===== src/rtl/bba_pkg.sv =====
// Shared types and constants of the bitmap block allocator.
// Used by every module of the block; depends on nothing else.
package bba_pkg;

	// Sizes of the pool and of the fields.
	localparam int MAX_BLOCKS = 64;
	localparam int ADDR_W = 32;
	localparam int IDX_W = $clog2(MAX_BLOCKS);
	localparam int CNT_W = 7;
	localparam int SIZE_W = 16;
	localparam int STATUS_W = 2;
	localparam int REG_IDX_W = 2;
	localparam int QUEUE_DEPTH = 2;

	// Register indexes of the configuration port.
	localparam logic [REG_IDX_W-1:0] REG_POOL_BASE = 2'd0;
	localparam logic [REG_IDX_W-1:0] REG_BLOCK_SIZE = 2'd1;
	localparam logic [REG_IDX_W-1:0] REG_BLOCK_COUNT = 2'd2;

	// Result status codes.
	localparam logic [STATUS_W-1:0] ST_OK = 2'd0;
	localparam logic [STATUS_W-1:0] ST_FULL = 2'd1;
	localparam logic [STATUS_W-1:0] ST_BADADDR = 2'd2;

	// Request kinds after classification by the front end.
	localparam logic [1:0] CMD_ALLOC = 2'd0;
	localparam logic [1:0] CMD_FREE = 2'd1;
	localparam logic [1:0] CMD_NULL = 2'd2;

	// One classified request as it travels through the queue.
	typedef struct packed {
		logic [1:0] kind;
		logic [ADDR_W-1:0] address;
	} cmd_t;

endpackage


===== src/rtl/bitmap_block_allocator.sv =====
// Top level of the bitmap block allocator: front end, request queue and search engine.
// Depends on bba_pkg, bba_front, bba_queue and bba_engine.

// Hands out and takes back equal blocks of a pool; each request beat gives one result
// beat. The search engine examines one block per clock and works on one request at a
// time. An allocate scans from block 0 up to the lowest free block, and a free of a
// matching address scans up to that block. A failed search scans every live block,
// where a block_count above 64 counts as 64. A free of the null address, or any
// request while no block is configured, needs no search. A request passes the
// registered front stage and the queue before it reaches the engine. The front end
// and a two-entry queue keep accepting requests while the engine searches, and a
// finished result waits in the output register until taken.
module bitmap_block_allocator (
	input  logic clk,
	input  logic arst_n,
	input  logic cfg_wr_en,
	input  logic [bba_pkg::REG_IDX_W-1:0] cfg_index,
	input  logic [bba_pkg::ADDR_W-1:0] cfg_wr_data,
	input  logic s_tvalid,
	output logic s_tready,
	input  logic [bba_pkg::ADDR_W-1:0] s_tdata, // [31:0] address
	input  logic [0:0] s_tuser,                 // [0] action
	output logic m_tvalid,
	input  logic m_tready,
	output logic [bba_pkg::ADDR_W-1:0] m_tdata, // [31:0] block_address
	output logic [bba_pkg::STATUS_W-1:0] m_tuser // [1:0] status
);
	import bba_pkg::*;

	logic fe_valid;
	logic fe_ready;
	cmd_t fe_cmd;
	logic q_valid;
	logic q_ready;
	cmd_t q_cmd;

	bba_front u_front (
		.clk(clk),
		.arst_n(arst_n),
		.s_tvalid(s_tvalid),
		.s_tready(s_tready),
		.s_tdata(s_tdata),
		.s_tuser(s_tuser),
		.cmd_valid(fe_valid),
		.cmd_ready(fe_ready),
		.cmd(fe_cmd)
	);

	bba_queue u_queue (
		.clk(clk),
		.arst_n(arst_n),
		.in_valid(fe_valid),
		.in_ready(fe_ready),
		.in_cmd(fe_cmd),
		.out_valid(q_valid),
		.out_ready(q_ready),
		.out_cmd(q_cmd)
	);

	bba_engine u_engine (
		.clk(clk),
		.arst_n(arst_n),
		.cfg_wr_en(cfg_wr_en),
		.cfg_index(cfg_index),
		.cfg_wr_data(cfg_wr_data),
		.cmd_valid(q_valid),
		.cmd_ready(q_ready),
		.cmd(q_cmd),
		.m_tvalid(m_tvalid),
		.m_tready(m_tready),
		.m_tdata(m_tdata),
		.m_tuser(m_tuser)
	);

	// A result never carries an undefined status code.
	assert property (@(posedge clk) disable iff (!arst_n)
		m_tvalid |-> (m_tuser == ST_OK || m_tuser == ST_FULL || m_tuser == ST_BADADDR))
		else $error("result beat with an undefined status");

	// A failed request never returns a block address.
	assert property (@(posedge clk) disable iff (!arst_n)
		(m_tvalid && m_tuser != ST_OK) |-> (m_tdata == '0))
		else $error("failed request returned a nonzero address");

	// A request that the full queue refuses stays in the front stage unchanged.
	assert property (@(posedge clk) disable iff (!arst_n)
		(fe_valid && !fe_ready) |=> (fe_valid && $stable(fe_cmd)))
		else $error("front stage lost a request while the queue was full");

endmodule


===== src/rtl/bba_front.sv =====
// Front end of the bitmap block allocator: takes request beats and classifies them.
// Depends on bba_pkg.
module bba_front (
	input  logic clk,
	input  logic arst_n,
	input  logic s_tvalid,
	output logic s_tready,
	input  logic [bba_pkg::ADDR_W-1:0] s_tdata, // [31:0] address
	input  logic [0:0] s_tuser,                 // [0] action
	output logic cmd_valid,
	input  logic cmd_ready,
	output bba_pkg::cmd_t cmd
);
	import bba_pkg::*;

	logic valid_s1;
	cmd_t cmd_s1;
	logic accept;

	// The stage takes a new beat when it is empty or its content moves on.
	assign s_tready = !valid_s1 || cmd_ready;
	assign accept = s_tvalid && s_tready;

	always_ff @(posedge clk or negedge arst_n) begin
		if (!arst_n) begin
			valid_s1 <= 1'b0;
		end else begin
			valid_s1 <= accept || (valid_s1 && !cmd_ready);
		end
	end

	// A free of the null address is settled here and needs no search.
	always_ff @(posedge clk) begin
		if (accept) begin
			cmd_s1.address <= s_tdata;
			if (s_tuser[0] == 1'b0) begin
				cmd_s1.kind <= CMD_ALLOC;
			end else if (s_tdata == '0) begin
				cmd_s1.kind <= CMD_NULL;
			end else begin
				cmd_s1.kind <= CMD_FREE;
			end
		end
	end

	assign cmd_valid = valid_s1;
	assign cmd = cmd_s1;

endmodule


===== src/rtl/bba_queue.sv =====
// Short request queue between the front end and the search engine.
// Depends on bba_pkg.
module bba_queue (
	input  logic clk,
	input  logic arst_n,
	input  logic in_valid,
	output logic in_ready,
	input  bba_pkg::cmd_t in_cmd,
	output logic out_valid,
	input  logic out_ready,
	output bba_pkg::cmd_t out_cmd
);
	import bba_pkg::*;

	localparam int PTR_W = (QUEUE_DEPTH > 1) ? $clog2(QUEUE_DEPTH) : 1;
	localparam int QCNT_W = $clog2(QUEUE_DEPTH + 1);

	cmd_t mem_q [QUEUE_DEPTH];
	logic [PTR_W-1:0] wr_ptr_q;
	logic [PTR_W-1:0] rd_ptr_q;
	logic [QCNT_W-1:0] count_q;
	logic push;
	logic pop;

	assign in_ready = count_q != QCNT_W'(QUEUE_DEPTH);
	assign out_valid = count_q != '0;
	assign push = in_valid && in_ready;
	assign pop = out_valid && out_ready;
	assign out_cmd = mem_q[rd_ptr_q];

	// Pointers wrap at the depth; the count tells full from empty.
	always_ff @(posedge clk or negedge arst_n) begin
		if (!arst_n) begin
			wr_ptr_q <= '0;
			rd_ptr_q <= '0;
			count_q <= '0;
		end else begin
			if (push) begin
				wr_ptr_q <= (wr_ptr_q == PTR_W'(QUEUE_DEPTH - 1)) ? '0 : wr_ptr_q + 1'b1;
			end
			if (pop) begin
				rd_ptr_q <= (rd_ptr_q == PTR_W'(QUEUE_DEPTH - 1)) ? '0 : rd_ptr_q + 1'b1;
			end
			count_q <= count_q + QCNT_W'(push) - QCNT_W'(pop);
		end
	end

	// Entry storage.
	always_ff @(posedge clk) begin
		if (push) begin
			mem_q[wr_ptr_q] <= in_cmd;
		end
	end

endmodule


===== src/rtl/bba_engine.sv =====
// Back end of the bitmap block allocator: configuration registers, used map,
// block search and result register. Depends on bba_pkg.
module bba_engine (
	input  logic clk,
	input  logic arst_n,
	input  logic cfg_wr_en,
	input  logic [bba_pkg::REG_IDX_W-1:0] cfg_index,
	input  logic [bba_pkg::ADDR_W-1:0] cfg_wr_data,
	input  logic cmd_valid,
	output logic cmd_ready,
	input  bba_pkg::cmd_t cmd,
	output logic m_tvalid,
	input  logic m_tready,
	output logic [bba_pkg::ADDR_W-1:0] m_tdata, // [31:0] block_address
	output logic [bba_pkg::STATUS_W-1:0] m_tuser // [1:0] status
);
	import bba_pkg::*;

	localparam logic [1:0] S_IDLE = 2'd0;
	localparam logic [1:0] S_SCAN = 2'd1;
	localparam logic [1:0] S_DONE = 2'd2;

	logic [ADDR_W-1:0] pool_base_q;
	logic [SIZE_W-1:0] block_size_q;
	logic [CNT_W-1:0] block_count_q;
	logic [MAX_BLOCKS-1:0] used_q;
	logic [1:0] state_q;
	cmd_t cmd_q;
	logic [IDX_W-1:0] idx_q;
	logic [ADDR_W-1:0] start_q;
	logic [STATUS_W-1:0] res_status_q;
	logic [ADDR_W-1:0] res_addr_q;
	logic out_valid_q;
	logic [STATUS_W-1:0] out_status_q;
	logic [ADDR_W-1:0] out_addr_q;
	logic [CNT_W-1:0] live;
	logic is_alloc;
	logic hit;
	logic last;
	logic slot_free;

	// Configuration registers.
	always_ff @(posedge clk or negedge arst_n) begin
		if (!arst_n) begin
			pool_base_q <= '0;
			block_size_q <= SIZE_W'(8);
			block_count_q <= CNT_W'(64);
		end else if (cfg_wr_en) begin
			unique case (cfg_index)
				REG_POOL_BASE: pool_base_q <= cfg_wr_data;
				REG_BLOCK_SIZE: block_size_q <= cfg_wr_data[SIZE_W-1:0];
				REG_BLOCK_COUNT: block_count_q <= cfg_wr_data[CNT_W-1:0];
				default: ;
			endcase
		end
	end

	// A count above the pool size acts as the pool size.
	assign live = (block_count_q > CNT_W'(MAX_BLOCKS)) ? CNT_W'(MAX_BLOCKS) : block_count_q;

	// One block is examined per cycle; its start address is kept running.
	assign is_alloc = cmd_q.kind == CMD_ALLOC;
	assign hit = is_alloc ? !used_q[idx_q] : (start_q == cmd_q.address);
	assign last = (CNT_W'(idx_q) + CNT_W'(1)) == live;
	assign slot_free = !out_valid_q || m_tready;
	assign cmd_ready = state_q == S_IDLE;

	// Search sequencer.
	always_ff @(posedge clk or negedge arst_n) begin
		if (!arst_n) begin
			state_q <= S_IDLE;
			used_q <= '0;
		end else begin
			unique case (state_q)
				S_IDLE: begin
					if (cmd_valid) begin
						if (cmd.kind == CMD_NULL || live == '0) begin
							state_q <= S_DONE;
						end else begin
							state_q <= S_SCAN;
						end
					end
				end
				S_SCAN: begin
					if (hit) begin
						used_q[idx_q] <= is_alloc;
						state_q <= S_DONE;
					end else if (last) begin
						state_q <= S_DONE;
					end
				end
				S_DONE: begin
					if (slot_free) begin
						state_q <= S_IDLE;
					end
				end
				default: state_q <= S_IDLE;
			endcase
		end
	end

	// Working registers of the current request.
	always_ff @(posedge clk) begin
		if (state_q == S_IDLE && cmd_valid) begin
			cmd_q <= cmd;
			idx_q <= '0;
			start_q <= pool_base_q;
			res_addr_q <= '0;
			res_status_q <= (cmd.kind == CMD_ALLOC) ? ST_FULL : ST_BADADDR;
		end else if (state_q == S_SCAN) begin
			if (hit) begin
				res_status_q <= ST_OK;
				res_addr_q <= is_alloc ? start_q : '0;
			end else begin
				idx_q <= idx_q + 1'b1;
				start_q <= start_q + ADDR_W'(block_size_q);
			end
		end
	end

	// Output register: holds a finished result until it is taken.
	always_ff @(posedge clk or negedge arst_n) begin
		if (!arst_n) begin
			out_valid_q <= 1'b0;
		end else if (state_q == S_DONE && slot_free) begin
			out_valid_q <= 1'b1;
		end else if (m_tready) begin
			out_valid_q <= 1'b0;
		end
	end

	always_ff @(posedge clk) begin
		if (state_q == S_DONE && slot_free) begin
			out_status_q <= res_status_q;
			out_addr_q <= res_addr_q;
		end
	end

	assign m_tvalid = out_valid_q;
	assign m_tdata = out_addr_q;
	assign m_tuser = out_status_q;

endmodule


===== config.mk =====
export PLATFORM = sky130hd
export DESIGN_NAME = bitmap_block_allocator
export DESIGN_NICKNAME = d
export VERILOG_FILES = /design/src/rtl/bba_pkg.sv /design/src/rtl/bitmap_block_allocator.sv /design/src/rtl/bba_front.sv /design/src/rtl/bba_queue.sv /design/src/rtl/bba_engine.sv
export SDC_FILE = /design/constraint.sdc
export NUM_CORES = 1
export LEC_CHECK = 0
export BUFFER_PORTS_ARGS = -buffer_cell sky130_fd_sc_hd__buf_2
export CAP_MARGIN = 20
export CORE_MARGIN = 5
export CORE_UTILIZATION = 54
export DETAILED_ROUTE_END_ITERATION = 16
export PLACE_DENSITY = 0.75
export SLEW_MARGIN = 20
export SYNTH_ARGS = -nofsm -noshare
export SYNTH_HDL_FRONTEND = slang
export SYNTH_SLANG_ARGS = --single-unit

===== constraint.sdc =====
create_clock -name clk -period 3.75 [get_ports clk]
set_input_delay 0.1875 -clock clk [delete_from_list [all_inputs] [get_ports clk]]
set_output_delay 0.1875 -clock clk [all_outputs]
set_load 0.005 [all_outputs]

==> results of run 1 <==
==> what timing repair did <==
action                                 CTS  global route
endpoints found under the hold margin  150             0
setup buffers                            0             0
hold buffers                            67             0
resized for setup                        0             0
==> registers in the layout (all words and copies together), names as in the netlist, 2 cells and up <==
name                    cells
u_front.cmd                34
u_engine.state_q            2
u_engine.res_status_q       2
u_engine.idx_q              6
u_engine.cmd_q             34
u_queue.count_q             2
u_engine.block_size_q      16
u_engine.m_tuser            2
u_engine.pool_base_q       32
u_engine.start_q           32
u_engine.m_tdata           32
u_engine.used_q            64
u_engine.block_count_q      7
u_queue.mem_q              68
u_engine.res_addr_q        32
==> through the flow <==
step                cell area, um^2  worst slack (ps)  instances
finish                        18500               343       1716
global route                  18500               124       1716
CTS                           18500               400       1716
detailed placement            16600               409       1580
global placement              16600               493       1580
floorplan                     15600               200       1122
==> layout by cell type (no fill, tap or decap), types with 4 or more instances in the layout <==
cell           count
a21o_1             7
a21oi_1           33
a22o_1            32
a31oi_1            4
and2_1            11
and3_1             9
buf_2            106
buf_4             26
clkbuf_1          10
clkbuf_16         38
clkinv_2          11
dfrtp_1          125
dfxtp_1           38
dlygate4sd3_1     67
edfxtp_1         204
ha_1              19
inv_1             13
mux2_2           125
mux2i_1            7
mux4_2            10
nand2_1           65
nand2b_1           5
nand3_1           27
nand3b_1           6
nand4_1           23
nor2_1            41
nor2b_1            7
nor3_1            19
nor4_1            11
o211ai_1           9
o21ai_0           56
o31ai_1            5
o41ai_1           31
or2_2              4
xnor2_1           46
xor2_1            24
==> layout make-up <==
type | instances | area share (%)
timing repair buffer | 202 | 7.89
multi-input combinational | 678 | 28.3
clock buffer | 51 | 5.58
tap | 384 | 2.60
sequential | 369 | 54.6
inverter | 14 | 0.285
clock inverter | 18 | 0.827
==> power groups by stage <==
stage          logic (W)  clock network (W)  registers, W
2_1_floorplan    0.00300                  0       0.00655
3_3_place_gp     0.00406                  0       0.00681
3_5_place_dp     0.00416                  0       0.00687
4_1_cts          0.00425            0.00363       0.00679
5_1_grt          0.00467            0.00382       0.00690
6_report         0.00425            0.00357       0.00680
==> worst max path at each step <==
stage                          end  slack (ps)
4_1_cts        u_engine.used_q[63]         400
5_1_grt        u_engine.used_q[31]         120
2_1_floorplan  u_engine.m_tdata[0]         200
3_5_place_dp   u_engine.used_q[63]         410
3_3_place_gp   u_engine.used_q[55]         490
6_report       u_engine.used_q[63]         340
==> worst max-delay path: stages, from the launching register on <==
cell      delay (ps)
dfxtp_1          650
buf_12           230
mux4_2           500
nand3_1           90
nand4_1           80
a2111o_1         440
o21ai_0          350
nand2_1          310
nor3_1           280
mux2_2           360
==> kinds of logic (layout without fill, tap and decap cells) <==
logic type	after synthesis	after routing
flops	369	369
compound gates	201	201
fa+ha+maj	20	20
buf+inv	75	285
mux	143	143
simple gates	244	244
xor+xnor	70	70
==> Yosys cell counts, drive strengths merged, types with 10 or more instances <==
cell type / n / area [um^2]
nand2: 65 / 244
xor2: 24 / 210
dfrtp: 125 / 3130
and2: 11 / 68.8
dfxtp: 38 / 761
buf: 24 / 128
o21ai: 56 / 280
clkbuf: 37 / 139
nand4: 23 / 144
inv: 13 / 48.8
xnor2: 46 / 403
mux2: 126 / 1420
mux4: 10 / 225
o41ai: 31 / 272
a22o: 32 / 280
nor4: 11 / 68.8
edfxtp: 204 / 6130
ha: 19 / 238
a21oi: 34 / 170
nor3: 20 / 100
nor2: 42 / 158
nand3: 27 / 135
==> per-layer routing <==
metal | up-vias | track usage [%] | wire (um)
met3 | 85 | 3.56 | 2210
li1 | 4621 | - | -
met1 | 4907 | 28.6 | 14400
met5 | - | 0 | 0
met4 | 0 | 7.35 | 1230
met2 | 339 | 35.7 | 17000
==> results.toml, run 1 <==
[status]
status = "finished clean"

[yosys]
synthMuxAreaShare_pct = 11.0
syn_inst = 1122
synth_simple_gate_area_share_pct = 7.87
ys.flop_type = "edfxtp_1"
synth-xor-area-share_pct = 3.94
ys_seq_elements = 369
yosys_warnings = 0
synth-seq-area-share_pct = 64.6
synth_fa_ha_area_share_pct = 1.65
synth_compound_area_share_pct = 8.87
synth_cell_types = 60
netlist_area_mm2 = 0.0156
synth_nets = 1214
ys_async_sr_fraction_pct = 34.4
avgSynthCellArea_um2 = 13.9
synth_edf_count = 204
synth_top_family_by_area = "multiplexers"

[drt]
totalWireLength_um = 34900
firstDrtPassIters = 5
drtIter0Drc = 818
avgViaCountPerCell = 5.80
wl_per_cell_um = 20.3
ant_nets = 0
vias = 9952
drcViolationCount = 0

[setup_path]
cp_max_fo = 20
r2r_cells = 9
worstSetupEndpointType = "flop"
arrival_ps = 3830
setup.worst_path.start_class = "flop"
r2r_setup_slack_ps = 340
cp-startpoint = "u_engine.idx_q[0]"
worstPathRequired_ps = 4180
r2r_start = "u_engine.idx_q[0]"
r2r_end = "u_engine.used_q[63]"
criticalPathCategory = "reg -> reg"

[timing]
post-route-period-util_pct = 90.9
worst_hold_slack_ps = 42.8
clock.fmax_mhz = 293
report.final.slew_viol_count = 0
tns_ps = 0
rsz0062_at_grt = "no"
timing.slew.headroom_pct = 30.4
tightestPinTransition_ps = 1040
period_minus_slack_ps = 3410
fin_worst_skew_ps = 20.7
finalHoldViolations = 0
setup_violations = 0

[power]
switching_share_pct = 33.5
p_seq_share_pct = 46.5
cellLeakagePower_nw = 7.11
internal-power_w = 0.00973
irDropWorstVdd_mv = 0.464
p_comb_share_pct = 29.1
clockPowerShare_pct = 24.4
p_switching_w = 0.00489
total_power_w = 0.0146
p_per_area_mw_per_mm2 = 792

[grt]
grt_use_total_pct = 21.3
grt_pass1_vias = 10300
grt_first_pass_wirelength_um = 56000
grt_max_degree = 68
grt_overflow_total = 0
antenna_found_initial = 0

[floorplanning]
ios = 108
die_area_mm2 = 0.0323
initial_core_util_pct = 54.4
core_mm2 = 0.0286
fp-row-count = 62
die_y_um = 180
die_w_um = 180

[cts]
clkLatencyLatePin_ps = 540
cts_tree = "done"
clkTransAtPathRegs_ps = 60
cts_root_buf = "clkbuf_16"
clock_path_buffers = 3
h-tree-depth = 2
cts_buffers = 38
cts.sink_count = 369

[finish]
utilization_pct = 64.5
diodes = 0
area_delta_synth_final_pct = 18.5
register_area_mm2 = 0.0101
multi_input_area_mm2 = 0.00522
fillCellCount = 2077
layout-drive-gt1-share_pct = 25.8
fin_nets = 1395

[hold_path]
holdCritPathClass = "in -> reg"
hold_path_depth = 3
hold_end = "u_engine.m_tvalid"
min_from = "m_tready"

[place]
io_buffer_count = 107
dp_hpwl_um = 23200
place.gp.congestion = 0.870

[job]
cap_violations = 0
(Power assumes the default switching activity.)
==> run 2, diff against run 1 <==
- CORE_UTILIZATION: 54 -> 60
- PLACE_DENSITY: 0.75 -> 0.79
- clock period: 3.75 -> 3.59 ns (I/O delays scaled with it)
==> run 2 against run 1 <==
Compared with the run above:
- total power grew 5.9%
- critical endpoint is now u_engine.used_q[7]
- sequential share of layout area is essentially flat
- design area is essentially flat
- setup slack gained 3.9 ps
- routed wire length shrank 0.29%
- worst hold slack gained 220 ps
==> results.toml, run 2 (synthesis results as in run 1) <==
[timing]
fin_worst_skew_ps = 19.8
clock.fmax_mhz = 308
tns_ps = 0
tightestPinTransition_ps = 1010
rsz0062_at_grt = "no"
finalHoldViolations = 0
worst_hold_slack_ps = 259
timing.slew.headroom_pct = 32.2
setup_ws_ps = 347
setup_violations = 0
period_minus_slack_ps = 3240
report.final.slew_viol_count = 0
post-route-period-util_pct = 90.3

[finish]
reg.largest.list = "u_queue.mem_q (68), u_engine.used_q (64)"
top_register = "u_queue.mem_q"
layout-drive-gt1-share_pct = 26.0
instances_no_fill = 1668
fin_nets = 1395
utilization_pct = 71.4
largest_reg_flops = 68
fillCellCount = 1678
diodes = 0
area_delta_synth_final_pct = 18.5
final_cell_mix = "edfxtp_1 (204), mux2_2 (125), dfrtp_1 (125), buf_2 (106), dlygate4sd3_1 (68)"
layout_commonest_cell = "edfxtp_1"

[setup_path]
critPathSlowestCell = "dfxtp_1"
path_delay_family = "compound AO/OA/AOI/OAI gates"
criticalPathCategory = "reg -> reg"
cp_cell_sequence = "buf_4, nor2_1, a221oi_1, o22ai_1, a2111o_1, o21ai_0, nand2_1, nor3_1, mux2_2"
arrival_ps = 3650
cp_num_buf_inv = 1
cp_slowest_stage_delay_ps = 590
cp-startpoint = "u_engine.idx_q[1]"
r2r_start = "u_engine.idx_q[1]"
worstSetupEndpointType = "flop"
worstPathRequired_ps = 4000
setup.worst_path.start_class = "flop"
r2r_setup_slack_ps = 350
cp_max_fo = 20

[drt]
drtIter0Drc = 785
ant_nets = 0
firstDrtPassIters = 5
avgViaCountPerCell = 5.96
vias = 9949
drcViolationCount = 0
totalWireLength_um = 34800
wl_per_cell_um = 20.9

[floorplanning]
die_y_um = 171
fp-row-count = 59
initial_core_util_pct = 60.3
ios = 108
die_w_um = 171
die_area_mm2 = 0.0293
core_mm2 = 0.0258

[power]
internal-power_w = 0.0103
p_comb_share_pct = 28.6
irDropWorstVdd_mv = 0.519
switching_share_pct = 33.2
p_per_area_mw_per_mm2 = 839
clockPowerShare_pct = 25.4
cellLeakagePower_nw = 7.13
p_switching_w = 0.00513
p_seq_share_pct = 46.0

[place]
dp_hpwl_um = 21900
place.gp.congestion = 0.879
placedCellCount = 1530
dp_slack_ps = 315
io_buffer_count = 107

[cts]
cts_buffers = 38
clock_path_buffers = 3
clkLatencyLatePin_ps = 530
h-tree-depth = 2
cts_tree = "done"
cts_root_buf = "clkbuf_16"
clkTransAtPathRegs_ps = 60
cts.sink_count = 369

[grt]
antenna_found_initial = 0
grt_pass1_vias = 10100
grt_first_pass_wirelength_um = 54900
grt_overflow_total = 0
grt_max_degree = 72
grt_use_total_pct = 23.9

[hold_path]
holdCritPathClass = "in -> async"

[job]
cap_violations = 0

[status]
status = "finished clean"
-- run 2: changes by cell type in the layout (fill, tap and decap cells not counted), sizes merged --
cell and delta:
buf -1, bufinv +3, clkbuf -5, clkinv -1, clkinvlp +4, dlygate4sd3 +1
-- run 2: stage by stage --
step | power, W | area [um^2]
global placement | 0.0113 | 16500
finish | 0.0155 | 18500
floorplan | 0.00997 | 15600
CTS | 0.0155 | 18500
detailed placement | 0.0115 | 16500
global route | 0.0163 | 18500
-- run 2: area by class of cell --
type	instances	area (um^2)	area share, %
Inverter	14	52.6	0.285
Tap cell	335	419	2.27
Multi-Input combinational cell	678	5220	28.3
Clock inverter	24	243	1.32
Clock buffer	46	1010	5.48
Timing Repair Buffer	202	1450	7.84
Sequential cell	369	10100	54.6
-- run 2: final timing paths --
path,end,depth (start not counted)
hold / removal,u_engine.used_q[37],2
hold reg to reg,u_engine.m_tdata[7],0
setup reg to reg,u_engine.used_q[7],9
min in group clk,u_engine.block_count_q[6],3
max in group asynchronous,u_engine.block_size_q[3],3
setup / recovery,u_engine.used_q[7],9
-- run 2: power by group through the flow --
stage,logic [W],clock network (W),registers [W]
after floorplan,0.00313,0,0.00684
after global placement,0.00421,0,0.00710
after detailed placement,0.00434,0,0.00716
after CTS,0.00443,0.00398,0.00709
after global routing,0.00488,0.00417,0.00722
final,0.00443,0.00393,0.00711
-- run 2: per-layer routing --
| layer | track usage (%) | wire (um) | vias to the layer above |
|---|---|---|---|
| met3 | 4.62 | 2310 | 72 |
| met2 | 38.9 | 16900 | 330 |
| met5 | 0 | 0 | - |
| li1 | - | - | 4611 |
| met4 | 8.16 | 1050 | 0 |
| met1 | 32.8 | 14500 | 4936 |
-- run 2: timing repair --
action,4_1_cts,5_1_grt
hold buffers,68,0
gates resized for setup,0,1
hold endpoints to repair,147,0
buffers inserted,0,0
endpoints found under the setup margin,0,10
==> run 3, diff against run 2 <==
- BUFFER_PORTS_ARGS: -buffer_cell sky130_fd_sc_hd__buf_2 -> not set
- CORE_UTILIZATION: 60 -> 62
- DONT_BUFFER_PORTS: not set -> 1
- PLACE_DENSITY: 0.79 -> 0.78
==> run 3 against run 2 <==
Compared with the run above:
- via count shrank 3.0%
- sequential power is essentially flat
- combinational power shrank 4%
- clock power shrank 4%
- non-clock buffer count shrank 106
- final cell count shrank 6.7%
- clock skew shrank 8.8 ps
- worst hold slack lost 200 ps
- critical path type unchanged
- largest cell class unchanged
==> results.toml, run 3 (synthesis results as in run 1) <==
[status]
status = "finished clean"

[place]
place.gp.congestion = 0.922
io_buffer_count = 0
dp_hpwl_um = 22500

[timing]
tightestPinTransition_ps = 983
worst_hold_slack_ps = 63.1
report.final.slew_viol_count = 0
post-route-period-util_pct = 89.4
timing.slew.headroom_pct = 34.3
clock.fmax_mhz = 312
rsz0062_at_grt = "no"
setup_violations = 0
tns_ps = 0
finalHoldViolations = 0
period_minus_slack_ps = 3210
fin_worst_skew_ps = 11.0

[cts]
clkTransAtPathRegs_ps = 60
cts.sink_count = 369
cts_root_buf = "clkbuf_16"
cts_tree = "done"
clock_path_buffers = 3
cts_buffers = 37
post_cts.repair.setup_buffers = 0
clkLatencyLatePin_ps = 520
h-tree-depth = 2

[power]
irDropWorstVdd_mv = 0.544
cellLeakagePower_nw = 6.68
p_per_area_mw_per_mm2 = 849

[floorplanning]
core_mm2 = 0.0250
initial_core_util_pct = 62.4
die_w_um = 169
die_area_mm2 = 0.0284
die_y_um = 169
ios = 108
fp-row-count = 58

[finish]
register_area_mm2 = 0.0101
final_cell_mix = "edfxtp_1 (204), mux2_2 (125), dfrtp_1 (125), dlygate4sd3_1 (68), nand2_1 (65)"
top_register = "u_queue.mem_q"
fin_nets = 1288
layout-drive-gt1-share_pct = 19.1
area_delta_synth_final_pct = 14.6
reg.largest.list = "u_queue.mem_q (68), u_engine.used_q (64)"
utilization_pct = 71.5
largest_reg_flops = 68
layout_commonest_cell = "edfxtp_1"
multi_input_area_mm2 = 0.00522
fillCellCount = 1652

[setup_path]
crit_top_cell = "a21oi_1"
critPathSlowestCell = "edfxtp_1"
cp_cell_sequence = "ha_1, fa_1, a21o_1, a21oi_1, nor2b_1, o31ai_1, o211ai_1, nand2_1, xor2_1, a21oi_1"
cp_max_fo = 6
path_delay_family = "compound AO/OA/AOI/OAI gates"
cp_num_buf_inv = 0
worstSetupEndpointType = "flop"
cp_slowest_stage_delay_ps = 430
setup.worst_path.start_class = "flop"
worstPathRequired_ps = 3830
arrival_ps = 3450
criticalPathCategory = "reg -> reg"

[job]
cap_violations = 0

[grt]
met1_usage_pct = 33.3
grt_use_total_pct = 24.8
antenna_found_initial = 2
grt_first_pass_wirelength_um = 55400
busiest_layer = "met2"
grt_overflow_total = 0
grt.met3_usage_pct = 5.07
grt_max_degree = 128
grt_pass1_vias = 10000
use_met2_pct = 40.8

[drt]
totalWireLength_um = 34500
drcViolationCount = 0
firstDrtPassIters = 6
ant_nets = 0
wl_per_cell_um = 22.2
drtIter0Drc = 914
vias = 9648
avgViaCountPerCell = 6.20

[hold_path]
holdCritPathClass = "in -> reg"
run 3: changes by cell type in the layout (fill, tap and decap cells not counted), moves of 2 or more:
cell | previous run | this run
clkbuf_1 | 5 | 13
clkinv_1 | 5 | 1
bufinv_16 | 4 | 1
clkinv_2 | 8 | 5
buf_2 | 106 | 0
buf_12 | 2 | 0
clkinvlp_4 | 4 | 1
clkbuf_8 | 3 | 6
run 3: metal layers:
metal	share of wire [%]	up-vias
met5	0.038	-
met4	3.1	2
met3	7.8	75
met2	49	390
met1	40	4785
li1	-	4396
run 3: cell type report:
cell class	count	area share, %
antenna	1	0.0140
clock buffer	58	6.20
clock inverter	10	0.470
inverter	14	0.294
multi-input combinational	678	29.2
sequential	369	56.4
tap	330	2.31
timing repair buffer	96	5.10
run 3: power breakdown:
| group | switching (W) | internal, W |
|---|---|---|
| Combinational | 0.00257 | 0.00168 |
| Sequential | 0.000902 | 0.00624 |
| Clock | 0.00156 | 0.00220 |
| Total | 0.00503 | 0.0101 |
run 3: tightest hold or removal path, delay by kind of cell:
kind             cells  cell delay, ps
AND/OR/NAND/NOR      4             260
run 3: final timing paths:
check,depth (start not counted),to,from,slack [ps]
min in group asynchronous,2,u_engine.used_q[14],arst_n,320
setup / recovery,10,u_engine.start_q[16],u_engine.start_q[0],380
setup reg to reg,10,u_engine.start_q[16],u_engine.start_q[0],380
max in group asynchronous,2,u_engine.pool_base_q[10],arst_n,2740
hold reg to reg,0,u_engine.m_tuser[1],u_engine.res_status_q[1],420
hold / removal,4,u_front.cmd[32],s_tdata[22],60
run 3: timing repair:
action,4_1_cts,5_1_grt
endpoints found under the hold margin,218,0
resized for setup,0,0
hold buffers,69,0
run 3: through the flow:
stage / std cells / power, W / area (um^2) / setup WS [ps]
floorplan: 1122 / 0.00997 / 15600 / 39.8
finish: 1556 / 0.0152 / 17900 / 382
CTS: 1555 / 0.0152 / 17800 / 423
global route: 1556 / 0.0160 / 17900 / 243
global placement: 1418 / 0.0111 / 16000 / 517
detailed placement: 1418 / 0.0113 / 16000 / 468
